## src/u2a_queue.sv

```systemverilog
module u2a_queue #(
    parameter int WIDTH = 35
) (
    input  logic             clk,
    input  logic             rst_n,
    input  logic             push,
    input  logic [WIDTH-1:0] push_data,
    output logic             full,
    input  logic             pop,
    output logic [WIDTH-1:0] pop_data,
    output logic             empty
);

    logic [WIDTH-1:0] mem_reg [2];
    logic             wr_ptr_reg;
    logic             wr_ptr_next;
    logic             rd_ptr_reg;
    logic             rd_ptr_next;
    logic [1:0]       count_reg;
    logic [1:0]       count_next;

    assign full     = (count_reg == 2'd2);
    assign empty    = (count_reg == 2'd0);
    assign pop_data = mem_reg[rd_ptr_reg];

    always_comb
    begin
        wr_ptr_next = wr_ptr_reg ^ push;
        rd_ptr_next = rd_ptr_reg ^ pop;
        count_next  = count_reg + 2'(push) - 2'(pop);
    end

    always_ff @(posedge clk or negedge rst_n)
    begin
        if (!rst_n)
        begin
            wr_ptr_reg <= 1'b0;
            rd_ptr_reg <= 1'b0;
            count_reg  <= 2'd0;
        end
        else
        begin
            wr_ptr_reg <= wr_ptr_next;
            rd_ptr_reg <= rd_ptr_next;
            count_reg  <= count_next;
        end
    end

    always_ff @(posedge clk)
    begin
        if (push)
        begin
            mem_reg[wr_ptr_reg] <= push_data;
        end
    end

endmodule

```

## config.mk

```make
export PLATFORM = sky130hd
export DESIGN_NAME = u2a_queue
export DESIGN_NICKNAME = d
export VERILOG_FILES = /design/src/u2a_queue.sv
export SDC_FILE = /design/constraint.sdc
export NUM_CORES = 1
export LEC_CHECK = 0
export BUFFER_PORTS_ARGS = -buffer_cell sky130_fd_sc_hd__buf_2
export CAP_MARGIN = 10
export CORE_UTILIZATION = 44
export CTS_CLUSTER_DIAMETER = 60
export DETAILED_ROUTE_END_ITERATION = 10
export PLACE_DENSITY_LB_ADDON = 0.1
export REMOVE_ABC_BUFFERS = 1
export SKIP_CTS_REPAIR_TIMING = 1
export SYNTH_ARGS = -nofsm -noshare
export SYNTH_HDL_FRONTEND = slang
export SYNTH_SLANG_ARGS = --single-unit
```

## constraint.sdc

```tcl
create_clock -name clk -period 1.95 [get_ports clk]
set_input_delay 0.0975 -clock clk [delete_from_list [all_inputs] [get_ports clk]]
set_output_delay 0.0975 -clock clk [all_outputs]
set_load 0.02 [all_outputs]
```

**Word-level counts from Yosys, hierarchy flattened**

Memories as Yosys holds them, arrays and structs flattened.
Cells that the tools add are included.

- Bits of input ports: 39
- RAM bits: 70
- Register bits after elaboration: 4
- Output and inout port bits: 37
- Logic and storage cells: 12
- Memories: 1

- Reductions and logical operators: 1
- Add/subtract/negate cells: 2
- Bitwise gates (word level): 2
- Equal/unequal tests: 1
- Mux-type cells: 2

Memory list:

| name | words | width | read ports | clocked after memory_dff | write ports | line | text |
|---|---|---|---|---|---|---|---|
| mem_reg | 2 | 35 | 1 | 0 | 1 | 14 | `logic [WIDTH-1:0] mem_reg [2];` |

Operators by type and width:

| cell | count |
|---|---|
| adder 2 x 1 -> 2 bit | 1 |
| equality test 2 bit (second input constant) | 1 |
| zero test 2 bit | 1 |
| 2-to-1 mux 1 bit | 2 |
| subtractor 2 x 1 -> 2 bit | 1 |
| XOR 1 bit | 2 |

**Depth between registers and ports, before layout**

Gate-level depths: netlist of the first run.

- Depth after elaboration: 2
- Depth in mapped cells: 5
- Gate-level depth less buffers: 5

**Least setup slack after synthesis of the first run**

OpenSTA, ideal clock, no wires.

- Path type: register to register
- From: register wr_ptr_reg
- To: memory mem_reg[0][0], enable pin
- Setup slack: 0.249 ns
- Arrival time: 1.306 ns
- Clock period less this slack: 1.701 ns
- Required time: 1.554 ns
- Path buffers: 0
- Library setup time: 0.396 ns
- Cell stages (with the launch flop): 3
- Cell sequence: dfrtp_1 -> inv_1 -> ha_1

RTL lines:

| element | line | text |
|---|---|---|
| start, declared | 15 | `logic wr_ptr_reg;` |
| start signal, assigned | 43 | `wr_ptr_reg <= wr_ptr_next;` |
| end, declared | 14 |  |

Straight into the memory's write port.

**Final worst setup path of the first run**

- From: register rd_ptr_reg
- To: output pop_data[2]

- Cells in the longest elaborated chain, start to end: 1

RTL lines:

| element | line | text |
|---|---|---|
| start, declared | 17 | `logic rd_ptr_reg;` |
| start signal, assigned | 44 | `rd_ptr_reg <= rd_ptr_next;` |
| memory (2 x 35 bit) | -- |  |
| end, declared | 10 | `output logic [WIDTH-1:0] pop_data,` |

Every way passes these cells.

==> results of run 1 <==
[layout by cell type (no fill, tap or decap), types with 2 or more instances in the layout]
cell           Yosys  routed
buf_12             3       3
buf_2              0      75
clkbuf_1           0       5
clkbuf_8           0      11
dfrtp_1            4       3
dlygate4sd3_1      0      37
edfxtp_1          70      70
ha_1               4       2
ha_2               0       2
inv_1              4       4
mux2_2             6       6
mux2_4            29      29
[stage by stage]
step | total power [mW] | utilization | std cells
floorplan | 3.61 | - | 121
global placement | 4.15 | 0.529 | 277
finish | 5.20 | 0.614 | 330
detailed placement | 4.20 | 0.529 | 277
CTS | 5.22 | 0.556 | 293
global route | 5.49 | 0.614 | 330
[metal layers]
metal | GRT usage | up-vias | routed length [µm]
met5 | 0 | - | 0
li1 | - | 730 | -
met2 | 0.218 | 49 | 2420
met1 | 0.159 | 728 | 1850
met4 | 0.0846 | 0 | 95
met3 | 0.0388 | 9 | 188
[critical path: cells and delay by family (launching register included)]
family	cells	cell delay (ns)
mux	1	0.35
flops	1	0.59
buf+inv	2	0.41
[kinds of logic after synthesis]
logic type	synth area share
flops	0.764
simple gates	0.00347
xor+xnor	0.0113
fa+ha+maj	0.0174
buf+inv	0.0299
mux	0.174
[power groups by stage]
stage | combinational, mW | clock [mW] | sequential (mW)
after floorplan | 1.25 | 0 | 2.36
after global placement | 1.87 | 0 | 2.28
after detailed placement | 1.90 | 0 | 2.30
after CTS | 1.91 | 1.04 | 2.27
after global routing | 2.07 | 1.12 | 2.29
final | 1.93 | 1.01 | 2.26
[worst max-delay path by stage]
| stage | depth (start not counted) | to | slack [ns] | from |
|---|---|---|---|---|
| after floorplan | 1 | pop_data[0] | -0.004 | rd_ptr_reg$_DFF_PN0_ |
| after global routing | 3 | pop_data[2] | 0.09 | rd_ptr_reg$_DFF_PN0_ |
| after detailed placement | 3 | pop_data[2] | 0.51 | rd_ptr_reg$_DFF_PN0_ |
| after global placement | 3 | pop_data[2] | 0.52 | rd_ptr_reg$_DFF_PN0_ |
| final | 3 | pop_data[2] | 0.17 | rd_ptr_reg$_DFF_PN0_ |
| after CTS | 3 | pop_data[2] | 0.14 | rd_ptr_reg$_DFF_PN0_ |
[cell type report]
type | instances | area [µm²] | share of cell area
Clock buffer | 16 | 170 | 0.0436
Multi-Input combinational cell | 43 | 601 | 0.154
Inverter | 4 | 15.0 | 0.00385
Sequential cell | 74 | 2200 | 0.565
Timing Repair Buffer | 116 | 813 | 0.209
Tap cell | 77 | 96.3 | 0.0247
==> results.sh, run 1 <==
export IMPL_relSlewSlack=0.757
export IMPL_antenna_cells=0
export IMPL_crit_required_ns=1.85
export IMPL_grt_antenna_before_repair=0
export IMPL_cts_buffers=9
export IMPL_max_cap_viol_count=0
export IMPL_cts_buffer_depth=2
export IMPL_hold_slack_ns=0.0482
export IMPL_via_per_inst=4.59
export IMPL_critPathArrivalTime_ns=1.68
export IMPL_die_h_um=83.0
export IMPL_track_usage=0.135
export IMPL_crit_chain="buf_12 > mux2_2 > buf_2"
export IMPL_fin_nets=291
export IMPL_cts_max_level=3
export IMPL_cts_sinks=74
export IMPL_area_delta_synth_final_pct=35.2
export IMPL_min_delay_start="push"
export IMPL_hold_depth=2
export IMPL_pwr_share_comb=0.371
export IMPL_setup_viol=0
export IMPL_tightest_slew_ns=0.365
export IMPL_synth_warnings=0
export IMPL_hold_end="count_reg[0]$_DFF_PN0_"
export IMPL_p_switching_mw=1.60
export IMPL_syn_area_per_cell_um2=23.1
export IMPL_drive_gt1_frac=0.506
export IMPL_finalCritPeriodShare=0.912
export IMPL_grt_max_degree=36
export IMPL_grt_pass1_wl_um=6880
export IMPL_io_pins=76
export IMPL_die_area_um2=6880
export IMPL_r2r_end="count_reg[1]$_DFF_PN0_"
export IMPL_row_count=29
export IMPL_clk_pin_slew_ns=0.06
export IMPL_fin_setup_tns_ns=0
export IMPL_syn_cell_area_um2=2880
export IMPL_design_area_um2=3900
export IMPL_ff2ff_setup_slack_ns=0.73
export IMPL_min_period_ns=1.78
export IMPL_critPathSlowestCell="dfrtp_2"
export IMPL_vias=1516
export IMPL_cp_max_fo=20
export IMPL_die_w_um=83.0
export IMPL_power_density_nw_per_um2=1330
export IMPL_drc=0
export IMPL_wl_um=4550
export IMPL_async_reset_ff_frac=0.0541
export IMPL_fill_cells=464
export IMPL_seq_area_frac_synth=0.764
export IMPL_cts_root_buf="clkbuf_8"
export IMPL_reg2reg_from="count_reg[0]$_DFF_PN0_"
export IMPL_ys_ff_latch=74
export IMPL_crit_path_end_kind="primary output"
export IMPL_place_ws_ns=0.505
export IMPL_start_util=0.454
export IMPL_drtIter0Drc=67
export IMPL_core_area_um2=6350
export IMPL_slew_viol_final=0
export IMPL_swShare=0.308
export IMPL_critPathKind="reg2out"
export IMPL_synth_area_leaders="edfxtp_1, mux2_4, dfrtp_1, mux2_2, buf_12"
export IMPL_internal_power_mw=3.60
export IMPL_cts_tree="built"
export IMPL_synthDistinctLibCells=12
export IMPL_p_leak_nw=1.61
export IMPL_dp_hpwl_um=2860
export IMPL_gp_congestion=0.648
export IMPL_hold_viol=0
export IMPL_p_seq_frac=0.435
export IMPL_numPortBuffers=75
export IMPL_r2r_cells=5
export IMPL_cp_start_kind="flop"
export IMPL_synth_largest_area_cell="edfxtp_1"
export IMPL_synth_most_common_cell="edfxtp_1"
export IMPL_drt_pass1_iterations=4
export IMPL_worstHoldPathType="in2reg"
export IMPL_synthCells=125
export IMPL_grt_ovfl_total=0
export IMPL_p_clk_frac=0.194
export IMPL_drt_antenna_violating_nets=0
export IMPL_fmax_ghz=0.562
export IMPL_synth_common_cells="edfxtp_1, mux2_4, mux2_2"
export IMPL_grt_pass1_vias=1426
export IMPL_setup_ws_ns=0.172
export IMPL_rsz0062_at_grt="false"
export IMPL_max_stage_delay_ns=0.59
export IMPL_insertion_delay_ns=0.33
export IMPL_synth_top_area_frac=0.729
export IMPL_clock_skew_ns=0.00708
export IMPL_wl_per_cell_um=13.8
export IMPL_peakVddDrop_uv=973
export IMPL_run_status="complete, no violations"
export IMPL_synth_top_flop_cell="edfxtp_1"
export IMPL_placed_area_um2=3360
export IMPL_largest_register_ffs=70
export IMPL_synth_edf_count=70
No activity file was read; power rests on OpenSTA's default activity.
==> run 2, diff against run 1 <==
--- a/config.mk
+++ b/config.mk
@@ -7,6 +7,8 @@
 export LEC_CHECK = 0
 export BUFFER_PORTS_ARGS = -buffer_cell sky130_fd_sc_hd__buf_2
 export CAP_MARGIN = 10
+export CELL_PAD_IN_SITES_DETAIL_PLACEMENT = 0
+export CELL_PAD_IN_SITES_GLOBAL_PLACEMENT = 1
 export CORE_UTILIZATION = 44
 export CTS_CLUSTER_DIAMETER = 60
 export DETAILED_ROUTE_END_ITERATION = 10
==> results.sh, run 2 (synthesis gave the netlist of run 1 again) <==
export IMPL_hold_end="count_reg[0]$_DFF_PN0_"
export IMPL_start_util=0.454
export IMPL_numPortBuffers=75
export IMPL_io_pins=76
export IMPL_fmax_ghz=0.559
export IMPL_insertion_delay_ns=0.33
export IMPL_wl_um=4640
export IMPL_grt_pass1_vias=1500
export IMPL_slew_viol_final=0
export IMPL_crit_required_ns=1.85
export IMPL_drt_antenna_violating_nets=0
export IMPL_worstHoldPathType="in2reg"
export IMPL_tightest_slew_ns=0.371
export IMPL_drt_pass1_iterations=4
export IMPL_peakVddDrop_uv=786
export IMPL_drive_gt1_frac=0.525
export IMPL_cts_buffers=9
export IMPL_crit_start="rd_ptr_reg$_DFF_PN0_"
export IMPL_vias=1543
export IMPL_crit_path_end_kind="primary output"
export IMPL_wl_per_cell_um=14.0
export IMPL_area_delta_synth_final_pct=35.7
export IMPL_layout_commonest_cell="buf_2"
export IMPL_die_area_um2=6880
export IMPL_top_layer_used="met4"
export IMPL_ff2ff_setup_slack_ns=0.73
export IMPL_via_per_inst=4.65
export IMPL_cts_buffer_depth=2
export IMPL_cts_root_buf="clkbuf_8"
export IMPL_relSlewSlack=0.753
export IMPL_grt_antenna_before_repair=0
export IMPL_power_density_nw_per_um2=1350
export IMPL_largest_register_ffs=70
export IMPL_reg2reg_from="count_reg[0]$_DFF_PN0_"
export IMPL_rsz0062_at_grt="false"
export IMPL_m1WireLength_um=1820
export IMPL_grt_ovfl_total=0
export IMPL_layout_common_cells="buf_2, edfxtp_1, dlygate4sd3_1"
export IMPL_wl_met2_um=2490
export IMPL_r2r_cells=5
export IMPL_grt_pass1_wl_um=7220
export IMPL_cts_max_level=3
export IMPL_final_util=0.616
export IMPL_drtIter0Drc=55
export IMPL_finalCritPeriodShare=0.918
export IMPL_power_mw=5.29
export IMPL_core_area_um2=6350
export IMPL_track_usage=0.142
export IMPL_fin_nets=293
export IMPL_clk_pin_slew_ns=0.07
export IMPL_min_delay_start="push"
export IMPL_setup_viol=0
export IMPL_dp_hpwl_um=3180
export IMPL_met3_length_um=233
export IMPL_cp_max_fo=13
export IMPL_hold_viol=0
export IMPL_drc=0
export IMPL_antenna_cells=0
export IMPL_p_leak_nw=1.61
export IMPL_hold_depth=2
export IMPL_row_count=29
export IMPL_clock_skew_ns=0.00695
export IMPL_die_h_um=83.0
export IMPL_run_status="complete, no violations"
export IMPL_gp_congestion=0.674
export IMPL_r2r_end="count_reg[1]$_DFF_PN0_"
export IMPL_die_w_um=83.0
export IMPL_cts_tree="built"
export IMPL_max_cap_viol_count=0
export IMPL_grt_max_degree=19
export IMPL_cts_sinks=74
export IMPL_cp_start_kind="flop"
export IMPL_critPathArrivalTime_ns=1.69
export IMPL_critPathKind="reg2out"
export IMPL_min_period_ns=1.79
[run 2: changes by cell type in the layout (fill, tap and decap cells not counted), sizes merged]
cell | before | now
clkinvlp | 0 | 3
buf | 79 | 81
clkbuf | 16 | 9
clkinv | 0 | 3
bufinv | 0 | 1
[run 2: where the power goes]
group / internal [mW] / switching, mW
clock: 0.585 / 0.535
combinational: 0.924 / 0.978
sequential: 2.12 / 0.149
[run 2: layout make-up]
cell class | count | area, µm²
Multi-Input combinational cell | 43 | 601
Inverter | 4 | 15.0
Clock inverter | 7 | 70.1
Fill cell | 495 | 2440
Tap cell | 77 | 96.3
Timing Repair Buffer | 118 | 803
Sequential cell | 74 | 2200
Clock buffer | 9 | 124
[run 2: worst max-delay path by stage]
stage / endpoint / slack (ns) / depth (start not counted)
after detailed placement: pop_data[26] / 0.51 / 3
after CTS: pop_data[26] / 0.12 / 3
after global routing: pop_data[9] / 0.08 / 3
final: pop_data[26] / 0.16 / 3
after global placement: pop_data[20] / 0.53 / 3
after floorplan: pop_data[0] / -0.004 / 1
[run 2: layer usage]
layer  GRT usage  vias to the layer above
li1            -                      733
met1       0.150                      753
met3      0.0467                        8
met5           0                        -
met2       0.238                       49
met4       0.100                        0
[run 2: critical path, cell delays in order (launching register included)]
cell and delay [ns]:
dfrtp_2 0.60, buf_4 0.28, mux2_4 0.32, buf_2 0.16
[run 2: metrics by stage]
step           setup slack, ns  hold WS, ns  setup TNS, ns  instance area [µm²]  instances
2_1_floorplan         -0.00395       -0.198        -0.0237                 2810        121
3_3_place_gp             0.529      -0.0872              0                 3350        279
3_5_place_dp             0.510      -0.0852              0                 3350        279
4_1_cts                  0.123       -0.462              0                 3540        295
5_1_grt                 0.0849       0.0513              0                 3910        332
6_report                 0.161       0.0487              0                 3910        332
